--- config.mk ---
export PLATFORM = sky130hd
export DESIGN_NAME = tea_front_flat
export DESIGN_NICKNAME = d
export VERILOG_FILES = /design/src/rtl/core/tea_pkg.sv /design/src/rtl/core/tea_in_if.sv /design/src/rtl/core/tea_front.sv /design/src/flat_wrapper.sv
export SDC_FILE = /design/constraint.sdc
export NUM_CORES = 1
export LEC_CHECK = 0
export ABC_AREA = 1
export BUFFER_PORTS_ARGS = -buffer_cell sky130_fd_sc_hd__buf_4
export CORE_MARGIN = 3
export CORE_UTILIZATION = 30
export DETAILED_ROUTE_END_ITERATION = 10
export PLACE_DENSITY = 0.59
export SYNTH_ARGS = -nofsm -noshare
export SYNTH_HDL_FRONTEND = slang
export SYNTH_SLANG_ARGS = --single-unit
--- constraint.sdc ---
create_clock -name clk -period 11.8 [get_ports clk]
set_input_delay 2.36 -clock clk [delete_from_list [all_inputs] [get_ports clk]]
set_output_delay 2.36 -clock clk [all_outputs]
set_load 0.01 [all_outputs]
--- src/rtl/core/tea_pkg.sv ---
// Shared types, constants and the round mix function for the TEA core.
// No dependencies; compiled first.
package tea_pkg;

	localparam int WORD_W = 32;
	localparam int CFG_INDEX_W = 8;

	localparam logic [WORD_W-1:0] TEA_DELTA = 32'h9e37_79b9;

	// Register indexes on the configuration port
	localparam logic [CFG_INDEX_W-1:0] CFG_KEY_WORD_0 = 8'd0;
	localparam logic [CFG_INDEX_W-1:0] CFG_KEY_WORD_1 = 8'd1;
	localparam logic [CFG_INDEX_W-1:0] CFG_KEY_WORD_2 = 8'd2;
	localparam logic [CFG_INDEX_W-1:0] CFG_KEY_WORD_3 = 8'd3;

	// Direction codes
	localparam logic DIR_ENCRYPT = 1'b0;
	localparam logic DIR_DECRYPT = 1'b1;

	typedef struct packed {
		logic              kind;
		logic [WORD_W-1:0] hi;
		logic [WORD_W-1:0] lo;
	} tea_blk_t;

	typedef struct packed {
		logic [WORD_W-1:0] k0;
		logic [WORD_W-1:0] k1;
		logic [WORD_W-1:0] k2;
		logic [WORD_W-1:0] k3;
	} tea_key_t;

	function automatic logic [WORD_W-1:0] tea_mix(
		input logic [WORD_W-1:0] w,
		input logic [WORD_W-1:0] sum,
		input logic [WORD_W-1:0] ka,
		input logic [WORD_W-1:0] kb
	);
		logic [WORD_W-1:0] t_shl;
		logic [WORD_W-1:0] t_sum;
		logic [WORD_W-1:0] t_shr;
		t_shl = (w << 4) + ka;
		t_sum = w + sum;
		t_shr = (w >> 5) + kb;
		return t_shl ^ t_sum ^ t_shr;
	endfunction

endpackage

--- src/rtl/core/tea_in_if.sv ---
// Input channel: valid/ready handshake carrying direction and one block.
// Depends on tea_pkg for the word width.
interface tea_in_if;
	import tea_pkg::*;

	logic              valid;
	logic              ready;
	logic              kind;
	logic [WORD_W-1:0] block_high;
	logic [WORD_W-1:0] block_low;

	modport source (output valid, output kind, output block_high, output block_low,
		input ready);
	modport sink (input valid, input kind, input block_high, input block_low,
		output ready);
endinterface

--- src/rtl/core/tea_front.sv ---
// Front end: accepts words from the input channel into a two-entry queue.
// Depends on tea_pkg and tea_in_if.
module tea_front
	import tea_pkg::*;
(
	input  logic     clk,
	input  logic     arst_n,
	tea_in_if.sink   blk_in,
	input  logic     pop,
	output logic     head_valid,
	output tea_blk_t head
);

	localparam int DEPTH = 2;

	tea_blk_t     mem_q [DEPTH];
	logic         wr_ptr_q;
	logic         rd_ptr_q;
	logic [1:0]   cnt_q;
	logic         push;
	logic         do_pop;
	tea_blk_t     wr_blk;

	assign blk_in.ready = (cnt_q != 2'(DEPTH));
	assign push         = blk_in.valid && blk_in.ready;
	assign head_valid   = (cnt_q != 2'd0);
	assign do_pop       = pop && head_valid;
	assign head         = mem_q[rd_ptr_q];

	// only bit 0 of kind matters; decode it once here
	always_comb begin
		wr_blk.kind = (blk_in.kind == DIR_DECRYPT) ? DIR_DECRYPT : DIR_ENCRYPT;
		wr_blk.hi   = blk_in.block_high;
		wr_blk.lo   = blk_in.block_low;
	end

	always_ff @(posedge clk) begin
		if (push) begin
			mem_q[wr_ptr_q] <= wr_blk;
		end
	end

	always_ff @(posedge clk or negedge arst_n) begin
		if (!arst_n) begin
			wr_ptr_q <= 1'b0;
			rd_ptr_q <= 1'b0;
			cnt_q    <= 2'd0;
		end else begin
			if (push) begin
				wr_ptr_q <= ~wr_ptr_q;
			end
			if (do_pop) begin
				rd_ptr_q <= ~rd_ptr_q;
			end
			case ({push, do_pop})
				2'b10:   cnt_q <= cnt_q + 2'd1;
				2'b01:   cnt_q <= cnt_q - 2'd1;
				default: cnt_q <= cnt_q;
			endcase
		end
	end

endmodule

--- src/flat_wrapper.sv ---
// flat-port wrapper written by rule: the top's interface ports become plain ports
module tea_front_flat import tea_pkg::*;
  (clk, arst_n, pop, head_valid, head, blk_in_valid, blk_in_kind, blk_in_block_high, blk_in_block_low, blk_in_ready);
  tea_in_if blk_in_i ();
  input  logic clk;
  input  logic arst_n;
  input  logic pop;
  output logic head_valid;
  output tea_blk_t head;
  input wire logic [$bits(blk_in_i.valid)-1:0] blk_in_valid;
  input wire logic [$bits(blk_in_i.kind)-1:0] blk_in_kind;
  input wire logic [$bits(blk_in_i.block_high)-1:0] blk_in_block_high;
  input wire logic [$bits(blk_in_i.block_low)-1:0] blk_in_block_low;
  output wire logic [$bits(blk_in_i.ready)-1:0] blk_in_ready;
  assign blk_in_i.valid = blk_in_valid;
  assign blk_in_i.kind = blk_in_kind;
  assign blk_in_i.block_high = blk_in_block_high;
  assign blk_in_i.block_low = blk_in_block_low;
  assign blk_in_ready = blk_in_i.ready;
  tea_front u_core (.clk(clk), .arst_n(arst_n), .blk_in(blk_in_i), .pop(pop), .head_valid(head_valid), .head(head));
endmodule
==> flow_summary.json <==
{
  "rsz0062_at_grt": "no",
  "setup.worst_path.class": "register to output pin",
  "setup_tns_ns": 0,
  "finClkSkew_ns": 0.0120,
  "yosysTopAreaCellShare": 0.791,
  "worstMarginPinSlew_ns": 1.14,
  "num_rows": 46,
  "async_flop_share": 0.0299,
  "synth_warnings": 0,
  "synth_fp_nets": 439,
  "ys.flop_type": "edfxtp_1",
  "pin_count": 136,
  "power_leakage_nw": 2.90,
  "ctsHoldBuffers": 0,
  "power_density_nw_per_um2": 266,
  "post-cts-setup-buffer-count": 0,
  "max-slew-margin-rel": 0.237,
  "hp-class": "register to register",
  "avgSynthCellArea_sq_um": 13.4,
  "path_cells": "buf_4, inv_2, nand2_1, nand2_1, buf_4",
  "vdd_drop_max_mv": 0.118,
  "postSynthCellCount": 369,
  "pre_cts_ws_ns": 7.29,
  "synth_top_area_cell": "edfxtp_1",
  "finalHoldViolCount": 0,
  "h-tree-depth": 4,
  "synth_compound_area_frac": 0.00101,
  "grt_pass1_vias": 3114,
  "synth_fa_ha_area_frac": 0.00253,
  "numCtsBuffers": 17,
  "grt_pass1_wl_mm": 16.1,
  "ant_nets": 0,
  "dieHeight_um": 134,
  "start_util": 0.308,
  "insertion_delay_ns": 0.42,
  "status": "finished, final reports clean",
  "start_kind": "register",
  "r2r_cells": 5,
  "die_area_sq_um": 18000,
  "vias": 3096,
  "slew_viol_final": 0,
  "clock_path_buffers": 2,
  "grtUsageTotal": 0.116,
  "min_period_ns": 4.83,
  "areaGrowthSynthToFinish_pct": 38.5,
  "cp-end-kind": "output pin",
  "cp_data_required_time_ns": 9.44,
  "setup_viol": 0,
  "cap_violations": 0,
  "clock.fmax_mhz": 207,
  "cp-startpoint": "u_core.rd_ptr_q",
  "synthSimpleGateAreaFrac": 0.161,
  "critical-path-max-stage-delay_ns": 0.93,
  "synth_xor_area_frac": 0.00177,
  "synth-seq-cells": 134,
  "synth.most_common_cell": "nand2_1",
  "drt_iter0_markers": 170,
  "whs_path_depth": 1,
  "coreArea_sq_um": 16000,
  "synth_area_sq_um": 4940,
  "synth_edf_count": 130,
  "grt_max_degree": 68,
  "die_x_um": 134,
  "clock-sinks": 134,
  "drc": 0,
  "wl_per_cell_um": 13.9,
  "critPathMaxFanout": 67,
  "ys_top_cells_by_count": "nand2_1 (205), edfxtp_1 (130), buf_2 (9)",
  "clk_pin_slew_ns": 0.06,
  "antenna_found_initial": 0,
  "synth_cell_types": 13,
  "drt_wl_total_mm": 10.3,
  "cts_tree": "done",
  "critical_path.slowest_cell": "inv_2",
  "place_congestion": 0.699,
  "cts-root-buf": "clkbuf_16",
  "synth_mux_area_frac": 0,
  "min_period_over_period": 0.409,
  "synth_top_family_by_area": "simple AND/OR/NAND/NOR gates",
  "viasPerCell": 4.18,
  "rr_startpoint": "u_core.cnt_q[0]",
  "cts_resized": 0,
  "crit_arrival_ns": 2.47,
  "hpwl_mm": 6.43,
  "num-nets-final": 582,
  "first_pass_iters": 4,
  "n_antenna_cell": 0,
  "fin_ws_ns": 6.97,
  "portBuffers": 135,
  "hp-start": "u_core.cnt_q[0]",
  "yosysSeqAreaShare": 0.811,
  "drive_above_1_share": 0.330,
  "grt_overflow": 0,
  "yosys-top-cells-area": "edfxtp_1 (79%), nand2_1 (16%), dfrtp_1 (2.0%)"
}
[power by group]
group / switching, mW / internal, mW / total (mW)
clock: 0.190 / 0.394 / 0.585
sequential: 0.0266 / 0.652 / 0.678
combinational: 0.334 / 0.221 / 0.556
[worst max-delay path, delay by kind of cell, from the launching register on]
| kind | cells | cell delay [ns] |
|---|---|---|
| DFF | 1 | 0.38 |
| buffers and inverters | 3 | 1.41 |
| and+or+nand+nor | 2 | 0.24 |
[state kept, by name, summed over array words and instances, names as in the netlist]
signal	cells
u_core.rd_ptr_q	1
u_core.wr_ptr_q	1
u_core.mem_q	130
u_core.cnt_q	2
[cells by family (layout without fill, tap and decap cells)]
kind of cell / Yosys count / in the layout
adders and majority gates: 1 / 1
AOI/OAI and AO/OA: 1 / 1
DFF: 134 / 134
buffers and inverters: 21 / 177
and+or+nand+nor: 211 / 211
xor gates and xnor gates: 1 / 1
[area by class of cell]
type,instances,area [sq um]
clock inverters,14,231
multi-input cells,214,838
flip-flops and latches,134,4010
fillers,1526,9160
repair buffers,138,1040
inverters,7,26.3
clock buffers,18,429
well taps,216,270
[stage by stage]
stage	std cells	power [mW]	instance area (sq um)	utilization	hold WS [ns]
final	741	1.82	6840	0.427	0.545
after global placement	709	1.25	6180	0.386	0.478
after CTS	741	1.85	6840	0.427	0.540
after detailed placement	709	1.26	6180	0.386	0.499
after floorplan	369	0.988	4940	-	0.462
after global routing	741	1.93	6840	0.427	0.547
[routing by layer]
metal  wire [um]  part of all wire  up-vias  global-route usage
met4         162             0.016        0              0.0475
met3         572             0.056       14              0.0420
met1        4520              0.44     1472               0.141
met2        5040              0.49       84               0.188
met5           0                 0        -                   0
li1            -                 -     1526                   -
[path summary, 6_finish.rpt]
check,end,slack (ns)
min in group asynchronous,u_core.wr_ptr_q,1.74
max in group asynchronous,u_core.rd_ptr_q,9.95
worst max-delay path,head[35],6.97
worst max register to register,u_core.mem_q[1][25],9.24
worst min-delay path,u_core.cnt_q[0],0.54
worst min register to register,u_core.cnt_q[0],0.54
[layout by cell type, fill, tap and decap left out]
cell type,n
nand3_1,2
ha_1,1
nor2_4,2
clkinv_4,1
buf_4,138
clkbuf_16,17
nand4_1,1
clkbuf_1,1
edfxtp_1,130
xnor2_1,1
dfrtp_1,3
inv_1,6
clkinv_2,4
inv_2,1
a21oi_1,1
nand2_1,205
bufinv_16,6
dfrtp_2,1
clkinvlp_4,3
nor2_1,1
No activity file was read; power rests on OpenSTA's default activity.
